**config.mk**
```make
export PLATFORM = sky130hd
export DESIGN_NAME = fraction_reducer
export DESIGN_NICKNAME = d
export VERILOG_FILES = /design/src/design/fr_pkg.sv /design/src/design/fr_ctrl.sv /design/src/design/fr_dpath.sv /design/src/design/fraction_reducer.sv
export SDC_FILE = /design/constraint.sdc
export NUM_CORES = 1
export LEC_CHECK = 0
export BUFFER_PORTS_ARGS = -buffer_cell sky130_fd_sc_hd__buf_2
export CAP_MARGIN = 20
export CORE_MARGIN = 10
export CORE_UTILIZATION = 50
export CTS_BUF_LIST = sky130_fd_sc_hd__clkbuf_8 sky130_fd_sc_hd__clkbuf_16
export CTS_CLUSTER_DIAMETER = 80
export CTS_CLUSTER_SIZE = 20
export DETAILED_ROUTE_END_ITERATION = 10
export PLACE_DENSITY = 0.68
export SYNTH_ARGS = -nofsm -noshare
export SYNTH_HDL_FRONTEND = slang
export SYNTH_SLANG_ARGS = --single-unit
```
**constraint.sdc**
```tcl
create_clock -name clk -period 7.5 [get_ports clk]
set_input_delay 0 -clock clk [delete_from_list [all_inputs] [get_ports clk]]
set_output_delay 0 -clock clk [all_outputs]
set_load 0.02 [all_outputs]
```
**src/design/fr_pkg.sv**
```systemverilog
// Shared types and constants for the fraction reducer.
`timescale 1ns / 1ps
package fr_pkg;

  // Default operand width and fixed port widths
  localparam int FR_WIDTH = 32;
  localparam int FIELD_W  = 32;

  // Result status codes
  typedef enum logic [1:0] {
    ST_OK       = 2'd0,
    ST_NUM_ZERO = 2'd1,
    ST_DEN_ZERO = 2'd2
  } fr_status_t;

  // Controller states
  typedef enum logic [2:0] {
    S_IDLE,
    S_GCD,
    S_DIVN,
    S_MID,
    S_DIVD,
    S_DONE
  } fr_state_t;

  // Controller to datapath commands
  typedef struct packed {
    logic load;        // capture input word
    logic gcd_step;    // one binary gcd step
    logic div_init_x;  // start dividing the numerator
    logic div_step;    // one restoring division step
    logic div_mid;     // save numerator quotient, start the denominator
    logic out_load;    // fill output register
  } fr_cmd_t;

  // Datapath to controller status
  typedef struct packed {
    logic special;     // zero numerator or zero denominator
    logic gcd_done;    // both operands odd and equal
  } fr_stat_t;

endpackage

```
**src/design/fr_ctrl.sv**
```systemverilog
// Controller state machine for the fraction reducer.
`timescale 1ns / 1ps
module fr_ctrl
  import fr_pkg::*;
#(
  parameter int WIDTH = FR_WIDTH
) (
  input  logic     clk,
  input  logic     rst_n,
  input  logic     in_valid,
  output logic     in_ready,
  output logic     out_valid,
  input  logic     out_ready,
  input  fr_stat_t stat,
  output fr_cmd_t  cmd
);

  localparam int CW = (WIDTH > 1) ? $clog2(WIDTH) : 1;
  localparam logic [CW-1:0] LAST = CW'(WIDTH - 1);

  fr_state_t     state_r, state_nxt;
  logic [CW-1:0] cnt_r, cnt_nxt;
  logic          out_valid_r, out_valid_nxt;

  // State, step counter and output valid
  always_ff @(posedge clk) begin
    if (!rst_n) begin
      state_r     <= S_IDLE;
      cnt_r       <= '0;
      out_valid_r <= 1'b0;
    end else begin
      state_r     <= state_nxt;
      cnt_r       <= cnt_nxt;
      out_valid_r <= out_valid_nxt;
    end
  end

  assign out_valid = out_valid_r;
  assign in_ready  = (state_r == S_IDLE);

  // Next state and commands
  always_comb begin
    state_nxt     = state_r;
    cnt_nxt       = cnt_r;
    cmd           = '0;
    out_valid_nxt = out_valid_r & ~out_ready;
    unique case (state_r)
      S_IDLE: begin
        if (in_valid) begin
          cmd.load  = 1'b1;
          state_nxt = S_GCD;
        end
      end
      S_GCD: begin
        if (stat.special) begin
          state_nxt = S_DONE;
        end else if (stat.gcd_done) begin
          cmd.div_init_x = 1'b1;
          cnt_nxt        = '0;
          state_nxt      = S_DIVN;
        end else begin
          cmd.gcd_step = 1'b1;
        end
      end
      S_DIVN: begin
        cmd.div_step = 1'b1;
        if (cnt_r == LAST) begin
          state_nxt = S_MID;
        end else begin
          cnt_nxt = cnt_r + 1'b1;
        end
      end
      S_MID: begin
        cmd.div_mid = 1'b1;
        cnt_nxt     = '0;
        state_nxt   = S_DIVD;
      end
      S_DIVD: begin
        cmd.div_step = 1'b1;
        if (cnt_r == LAST) begin
          state_nxt = S_DONE;
        end else begin
          cnt_nxt = cnt_r + 1'b1;
        end
      end
      S_DONE: begin
        // wait until the output register is free
        if (!out_valid_r || out_ready) begin
          cmd.out_load  = 1'b1;
          out_valid_nxt = 1'b1;
          state_nxt     = S_IDLE;
        end
      end
      default: begin
        state_nxt = S_IDLE;
      end
    endcase
  end

endmodule

```
**src/design/fr_dpath.sv**
```systemverilog
// Datapath for the fraction reducer: binary gcd, shared divider, output register.
`timescale 1ns / 1ps
module fr_dpath
  import fr_pkg::*;
#(
  parameter int WIDTH = FR_WIDTH
) (
  input  logic               clk,
  input  logic [FIELD_W-1:0] in_numerator,
  input  logic [FIELD_W-1:0] in_denominator,
  input  fr_cmd_t            cmd,
  output fr_stat_t           stat,
  output logic [1:0]         out_status,
  output logic [FIELD_W-1:0] out_reduced_numerator,
  output logic [FIELD_W-1:0] out_reduced_denominator,
  output logic               out_is_whole
);

  localparam logic [WIDTH-1:0] ONE = WIDTH'(1);

  // Input words cut or zero-extended to WIDTH bits
  logic [WIDTH+FIELD_W-1:0] num_ext, den_ext;
  logic [WIDTH-1:0]         num_w, den_w;

  assign num_ext = {{WIDTH{1'b0}}, in_numerator};
  assign den_ext = {{WIDTH{1'b0}}, in_denominator};
  assign num_w   = num_ext[WIDTH-1:0];
  assign den_w   = den_ext[WIDTH-1:0];

  logic [WIDTH-1:0] a_r, b_r;   // gcd operands
  logic [WIDTH-1:0] x_r, y_r;   // numerator and denominator with common twos removed
  logic [WIDTH-1:0] q_r, r_r;   // divider quotient/dividend and remainder
  logic [WIDTH-1:0] rn_r;       // reduced numerator
  fr_status_t       stat_r;

  fr_status_t         out_status_r;
  logic [WIDTH-1:0]   out_num_r, out_den_r;
  logic               out_whole_r;

  // gcd step arithmetic
  logic             a_gt_b;
  logic [WIDTH-1:0] a_sub_b, b_sub_a;

  assign a_gt_b  = (a_r > b_r);
  assign a_sub_b = a_r - b_r;
  assign b_sub_a = b_r - a_r;

  assign stat.special  = (stat_r != ST_OK);
  assign stat.gcd_done = a_r[0] & b_r[0] & (a_r == b_r);

  // restoring division step, divisor is the odd gcd in a_r
  logic [WIDTH:0] rem_sh, diff;

  assign rem_sh = {r_r, q_r[WIDTH-1]};
  assign diff   = rem_sh - {1'b0, a_r};

  // Operand, divider and status registers
  always_ff @(posedge clk) begin
    if (cmd.load) begin
      a_r <= num_w;
      b_r <= den_w;
      x_r <= num_w;
      y_r <= den_w;
      if (den_w == '0) begin
        stat_r <= ST_DEN_ZERO;
      end else if (num_w == '0) begin
        stat_r <= ST_NUM_ZERO;
      end else begin
        stat_r <= ST_OK;
      end
    end else if (cmd.gcd_step) begin
      if (!a_r[0] && !b_r[0]) begin
        // shared factor of two: drop it from everything
        a_r <= a_r >> 1;
        b_r <= b_r >> 1;
        x_r <= x_r >> 1;
        y_r <= y_r >> 1;
      end else if (!a_r[0]) begin
        a_r <= a_r >> 1;
      end else if (!b_r[0]) begin
        b_r <= b_r >> 1;
      end else if (a_gt_b) begin
        a_r <= a_sub_b >> 1;
      end else if (a_r != b_r) begin
        b_r <= b_sub_a >> 1;
      end
    end

    if (cmd.div_init_x) begin
      q_r <= x_r;
      r_r <= '0;
    end else if (cmd.div_mid) begin
      rn_r <= q_r;
      q_r  <= y_r;
      r_r  <= '0;
    end else if (cmd.div_step) begin
      if (!diff[WIDTH]) begin
        r_r <= diff[WIDTH-1:0];
        q_r <= {q_r[WIDTH-2:0], 1'b1};
      end else begin
        r_r <= rem_sh[WIDTH-1:0];
        q_r <= {q_r[WIDTH-2:0], 1'b0};
      end
    end
  end

  // Output register
  always_ff @(posedge clk) begin
    if (cmd.out_load) begin
      out_status_r <= stat_r;
      if (stat_r == ST_OK) begin
        out_num_r   <= rn_r;
        out_den_r   <= q_r;
        out_whole_r <= (q_r == ONE);
      end else begin
        out_num_r   <= '0;
        out_den_r   <= '0;
        out_whole_r <= 1'b0;
      end
    end
  end

  // Fit results to the port width
  logic [WIDTH+FIELD_W-1:0] on_ext, od_ext;

  assign on_ext = {{FIELD_W{1'b0}}, out_num_r};
  assign od_ext = {{FIELD_W{1'b0}}, out_den_r};

  assign out_status              = out_status_r;
  assign out_reduced_numerator   = on_ext[FIELD_W-1:0];
  assign out_reduced_denominator = od_ext[FIELD_W-1:0];
  assign out_is_whole            = out_whole_r;

endmodule

```
**src/design/fraction_reducer.sv**
```systemverilog
// Top level of the fraction reducer: controller plus datapath.
//
//   channel  direction  handshake             words
//   in_      input      in_valid/in_ready     in_numerator, in_denominator
//   out_     output     out_valid/out_ready   out_status, out_reduced_numerator,
//                                             out_reduced_denominator, out_is_whole
//
// One word at a time. Per word: a load, binary gcd steps (one shift or subtract-and-shift
// per cycle), the numerator then the denominator through the shared one-bit-per-cycle divider,
// and a fill of the output register. A zero operand skips the gcd steps and the divider.
// Synchronous active-low reset clears the controller and output valid only.
// The output register holds a finished word under out_ready low; the next input word is
// taken meanwhile and waits at completion until the register frees.
`timescale 1ns / 1ps
module fraction_reducer
  import fr_pkg::*;
#(
  parameter int WIDTH = FR_WIDTH
) (
  input  logic               clk,
  input  logic               rst_n,
  input  logic               in_valid,
  output logic               in_ready,
  input  logic [FIELD_W-1:0] in_numerator,
  input  logic [FIELD_W-1:0] in_denominator,
  output logic               out_valid,
  input  logic               out_ready,
  output logic [1:0]         out_status,
  output logic [FIELD_W-1:0] out_reduced_numerator,
  output logic [FIELD_W-1:0] out_reduced_denominator,
  output logic               out_is_whole
);

  fr_cmd_t  cmd;
  fr_stat_t stat;

  fr_ctrl #(
    .WIDTH (WIDTH)
  ) u_ctrl (
    .clk       (clk),
    .rst_n     (rst_n),
    .in_valid  (in_valid),
    .in_ready  (in_ready),
    .out_valid (out_valid),
    .out_ready (out_ready),
    .stat      (stat),
    .cmd       (cmd)
  );

  fr_dpath #(
    .WIDTH (WIDTH)
  ) u_dpath (
    .clk                     (clk),
    .in_numerator            (in_numerator),
    .in_denominator          (in_denominator),
    .cmd                     (cmd),
    .stat                    (stat),
    .out_status              (out_status),
    .out_reduced_numerator   (out_reduced_numerator),
    .out_reduced_denominator (out_reduced_denominator),
    .out_is_whole            (out_is_whole)
  );

endmodule

```
# Word level (Yosys, flattened, before mapping)
# Index checks and enable logic that the tools add are counted.
# W data, S select, Z words.
# totals
register_bits	302
inputBits	68
output_inout_bits	69
wordCells	120
# classes
n_addsub	4
n_lt_le_gt_ge	1
n_eq_ne	21
n_mux	48
bitwise_logic	5
reduce_logical	24
# ops
operator	n
$mux W32	23
$logic_not A32 Y1	2
$sub A32 B32 Y32	2
$sub A33 B32 Y33	1
$eq A32 B1 Y1 const B	1
$eq A32 B32 Y1	1
$gt A32 B32 Y1	1
$ne A32 B32 Y1	1
$mux W3	6
$pmux W3 S6	1
$ne A4 B4 Y1 const B	4
$mux W5	3
$pmux W5 S3	1
$mux W1	12
$reduce_bool A3 Y1	3
$ne A2 B2 Y1 const B	4
$reduce_and A4 Y1	2
$eq A3 B2 Y1 const B	2
$eq A3 B3 Y1 const B	2
$ne A2 B1 Y1 const B	3
$reduce_and A2 Y1	3
$reduce_bool A2 Y1	3
$add A5 B1 Y5 const B	1
$eq A5 B5 Y1 const B	1
13 further kinds	20

# Longest topological paths before layout
# depth
word_depth	8
ltp_mapped	16
mapped_depth_nobuf	14

# Hierarchy
# A second synthesis with hierarchy kept.
# hier_totals
hier_cells	1766
area_unflattened_um2	18445.2
# by_module_without_submodules
mod	n_inst	cells_per_inst	area_per_inst_um2	seq_area_each_um2
fr_dpath	1	1690	17804.6	8478.1
fr_ctrl	1	76	640.6	180.2

# Worst setup path before layout
# No wires, ideal clock.
# synth_path
path_kind	flip-flop to flip-flop
start	register u_dpath.b_r[19]
end	register u_dpath.x_r[0], enable pin
setup_ns	0.574
arrival_time_ns	5.974
required_time_ns	6.926
path_slack_ns	0.952
stages_incl_launch_ff	10
synth_period_minus_slack_ns	6.548
cell_sequence	edfxtp_1 inv_1 ha_1 buf_2 and3_1 nand2_1 nor4_1 nand4_1 nand2b_1 o21ai_0
# synth_between
elab_chain_len	7
# synth_rtl
item	line	text
start: declaration	fr_dpath.sv:30	logic [WIDTH-1:0] a_r, b_r;
start signal: assignment	fr_dpath.sv:61	b_r <= den_w;
start signal: assignment	fr_dpath.sv:75	b_r <= b_r >> 1;
start signal: assignment	fr_dpath.sv:81	b_r <= b_r >> 1;
$eq A32 B32 Y1	fr_dpath.sv:49	assign stat.gcd_done = a_r[0] & b_r[0] & (a_r == b_r);
$and A1 B1 Y1	fr_dpath.sv:49	
$mux W1	fr_ctrl.sv:57	end else if (stat.gcd_done) begin
$mux W2	fr_ctrl.sv:55	if (stat.special) begin
$mux W2	fr_ctrl.sv:47	unique case (state_r)
$reduce_bool A2 Y1 (no line)	-	
$reduce_and A2 Y1 (no line)	-	
end signal: assignment	fr_dpath.sv:62	x_r <= num_w;
end signal: assignment	fr_dpath.sv:76	x_r <= x_r >> 1;
end: declaration	fr_dpath.sv:31	logic [WIDTH-1:0] x_r, y_r;
# Every way passes these cells.
# A chain may end at the register's enable or synchronous reset.

# Worst setup path in the final report
# layout_path
start	register u_dpath.q_r[31]
end	register u_dpath.q_r[0] (data pin)
# layout_between
elab_chain_len	5
# layout_rtl
item	line	text
start: declaration	fr_dpath.sv:32	logic [WIDTH-1:0] q_r, r_r;
start signal: assignment	fr_dpath.sv:90	q_r <= x_r;
start signal: assignment	fr_dpath.sv:94	q_r <= y_r;
start signal: assignment	fr_dpath.sv:99	q_r <= {q_r[WIDTH-2:0], 1'b1};
$sub A33 B32 Y33	fr_dpath.sv:55	assign diff = rem_sh - {1'b0, a_r};
$mux W1	fr_dpath.sv:97	if (!diff[WIDTH]) begin
$mux W32	fr_dpath.sv:96	end else if (cmd.div_step) begin
$mux W32	fr_dpath.sv:92	end else if (cmd.div_mid) begin
$mux W32	fr_dpath.sv:89	if (cmd.div_init_x) begin
# Every way passes these cells. The select of a mux whose other input is x is not followed.

==> flow_summary.yaml <==
drt:
  route.detailed.drc: 0
  routed_wirelength_um: 55300
  dr.first_iter.drc_count: 1586
  avgViaCountPerCell: 6.02
  detail-route-antenna-nets: 0
  dr.pass1.iters: 5
  wl_per_cell_um: 22.0
  vias: 15100
power_and_ir_drop:
  power_frac_seq: 0.313
  p_sw_w: 0.00357
  powerDensity_nw_per_um2: 394
  p_leak_nw: 8.61
  clkPwrFrac: 0.149
  internal_power_w: 0.00452
  ir_drop_mv: 0.209
  p_comb_frac: 0.538
  p_sw_frac: 0.441
  power.total_w: 0.00809
logic_synthesis:
  synthFlopType: "edfxtp_1"
  synth_nets: 2063
  synthDistinctLibCells: 76
  synth-warning-count: 0
  syn_area_per_cell_um2: 9.57
  synth.most_common_cell: "nand2_1"
  yosys.area.top_type: "edfxtp_1"
  syn_area_um2: 18100
  synth_edf_count: 261
  synth_common_cells: "nand2_1, edfxtp_1, a21oi_1"
  async_reset_ff_frac: 0
  syn_inst: 1892
  synth_area_leaders: "edfxtp_1, ha_1, nand2_1"
  ys_ff_latch: 302
  synth.top_cell.area_share: 0.433
  seq_area_frac_synth: 0.478
worst_setup_path:
  cp_common_cell: "nand2_1"
  timing.rr.start: "u_dpath.q_r[31]"
  critPathSlowestCell: "edfxtp_1"
  cp.buffers_inverters: 2
  rr_worst_depth: 15
  end_kind: "flop"
  critPathArrivalTime_ns: 4.89
  r2r_end: "u_dpath.q_r[0]"
  cp_slowest_stage_delay_ns: 0.57
  worstPathMaxFanout: 27
  start_kind: "flop"
  crit_type: "reg2reg"
  required_ns: 7.91
  cp_top_family: "compound AO/OA/AOI/OAI gates"
  reg2reg_slack_ns: 3.01
  cp_cell_sequence: "inv_1, ha_1, fa_1, and2b_1, o2111ai_1, a2111o_1, nand3_2, nand4_1, nand2_2, a221oi_2, o21ai_4, xor2_4, buf_4, nand2_1, nand2_1"
finish:
  drive_gt1_frac: 0.103
  synthToLayoutAreaGrowth_pct: 13.4
  fillers: 3049
  multiInputGateArea_um2: 8760
  seqCellArea_um2: 8660
  finalInstanceArea_um2: 20500
  nNetsFinal: 2208
sta:
  tns_ns: 0
  max_freq_mhz: 223
  hold_slack_ns: 0.312
  hold_viol: 0
  setup_violations: 0
  fin_skew_ns: 0.0313
  rsz0062_at_grt: "no"
  finalMaxSlewViolations: 0
  min_period_ns: 4.49
  relSlewSlack: 0.289
  worst_pin_slew_ns: 1.06
  fin_crit_sh: 0.598
floorplanning:
  ios: 137
  fp.dieH_um: 210
  rows: 69
  core_area_um2: 35700
  die_area_um2: 44200
  start_util: 0.508
  die_w_um: 210
clocking:
  clk_latency_ns: 0.56
  root_buffer: "clkbuf_16"
  cts_tree: "built"
  path_clk_slew_ns: 0.09
  cts.path.max_buffers: 3
  cts_sinks: 302
  cts_made_buffers: 22
  htreeDepth: 1
worst_hold_path:
  holdCritStartpoint: "in_numerator[26]"
  hold-path-endpoint: "u_dpath.x_r[26]"
  min_path_cells: 4
  hold_path.class: "in2reg"
global_routing:
  grt_pass1_vias: 14700
  overflow: 0
  antenna_found_initial: 1
  grt_pass1_wl_um: 84400
  grt_max_degree: 68
  grtUsageTotal: 0.240
placement:
  dpl_cell_area_um2: 19100
  gp_routability_congestion: 0.975
  portBuffers: 136
  post-dp-hpwl_um: 40300
flow_run:
  cap_violations: 0
outcome:
  status: "complete, no violations"
-- kinds of logic after synthesis --
kind of cell             share of synthesized area
adder cells (fa/ha/maj)                     0.0724
AND/OR/NAND/NOR                              0.174
XOR/XNOR                                    0.0421
multiplexers                                0.0183
AO/OA/AOI/OAI                                0.174
buffers and inverters                       0.0413
flip-flops                                   0.478
-- flip-flops by register name, summed over array words and instances, names as in the netlist --
register and cells:
u_dpath.out_reduced_numerator 32, u_dpath.out_is_whole 1, u_ctrl.cnt_r 5, u_dpath.y_r 32
u_ctrl.state_r 3, u_dpath.a_r 32, u_ctrl.out_valid 1, u_dpath.x_r 32
u_dpath.q_r 32, u_dpath.rn_r 32, u_dpath.out_reduced_denominator 32, u_dpath.b_r 32
u_dpath.stat_r 2, u_dpath.out_status 2, u_dpath.r_r 32
-- power groups by stage --
stage | combinational, W | clock (W) | sequential (W)
final | 0.00435 | 0.00120 | 0.00253
after global routing | 0.00476 | 0.00128 | 0.00257
after CTS | 0.00428 | 0.00122 | 0.00253
after detailed placement | 0.00422 | 0 | 0.00256
after global placement | 0.00419 | 0 | 0.00255
after floorplan | 0.00327 | 0 | 0.00250
-- area by class of cell --
type                            instances  share of cell area
Multi-Input combinational cell       1403               0.427
Sequential cell                       302               0.422
Timing Repair Buffer                  221              0.0738
Tap cell                              461              0.0281
Clock buffer                           22              0.0268
Inverter                               87              0.0160
Clock inverter                         17             0.00688
Antenna cell                            1            0.000122
-- timing repair --
| action | 4_1_cts | 5_1_grt |
|---|---|---|
| gates resized for setup | 0 | 0 |
| endpoints found under the setup margin | 0 | 0 |
| hold endpoints to repair | 138 | 0 |
| setup buffers | 0 | 0 |
| hold buffers | 68 | 0 |
-- metrics by stage --
stage	std cells	util	setup WS, ns
after floorplan	1892	-	0.952
after global placement	2404	0.536	3.05
after detailed placement	2404	0.536	2.89
after CTS	2511	0.575	2.86
after global routing	2514	0.576	2.75
final	2514	0.576	3.01
-- routing by layer --
layer | vias to the layer above | GRT usage | share of wire
li1 | 7076 | - | -
met1 | 7290 | 0.303 | 0.40
met2 | 666 | 0.404 | 0.47
met3 | 109 | 0.0488 | 0.089
met4 | 0 | 0.0792 | 0.033
met5 | - | 0 | 0
-- worst register-to-register path, stage by stage, from the launching register on --
cell	delay, ns
edfxtp_1	0.57
inv_1	0.18
ha_1	0.29
fa_1	0.41
and2b_1	0.23
o2111ai_1	0.20
a2111o_1	0.46
nand3_2	0.11
nand4_1	0.11
nand2_2	0.13
a221oi_2	0.11
o21ai_4	0.27
xor2_4	0.39
buf_4	0.48
nand2_1	0.21
nand2_1	0.18
-- cell usage in the layout, fill, tap and decap left out, drive strengths merged, types with 9 or more instances in the layout --
master       instances
ha                 100
nor2b               16
dfxtp               41
nor3                23
a21boi              11
a22oi               48
nand2              316
nand4               22
and2                70
and3                13
a21oi              149
o21ai              107
mux2i               32
dlygate4sd3         68
a21o                64
nor2               141
o21bai              17
nand2b              16
clkbuf              23
xor2                37
o211ai               9
edfxtp             261
xnor2               48
a221oi              29
nor4                30
buf                152
o21a                11
nand3               24
inv                 98
-- how the worst max path moves through the flow --
stage / start / to / slack (ns) / depth (start not counted)
global placement: u_dpath.q_r[31] / u_dpath.q_r[0] / 3.05 / 15
global route: u_dpath.a_r[0] / u_dpath.b_r[16] / 2.75 / 15
CTS: u_dpath.a_r[0] / u_dpath.b_r[27] / 2.86 / 14
detailed placement: u_dpath.a_r[0] / u_dpath.b_r[27] / 2.89 / 14
finish: u_dpath.q_r[31] / u_dpath.q_r[0] / 3.01 / 15
floorplan: u_dpath.b_r[19] / u_dpath.x_r[0] / 0.95 / 9
(Power assumes the default switching activity.)
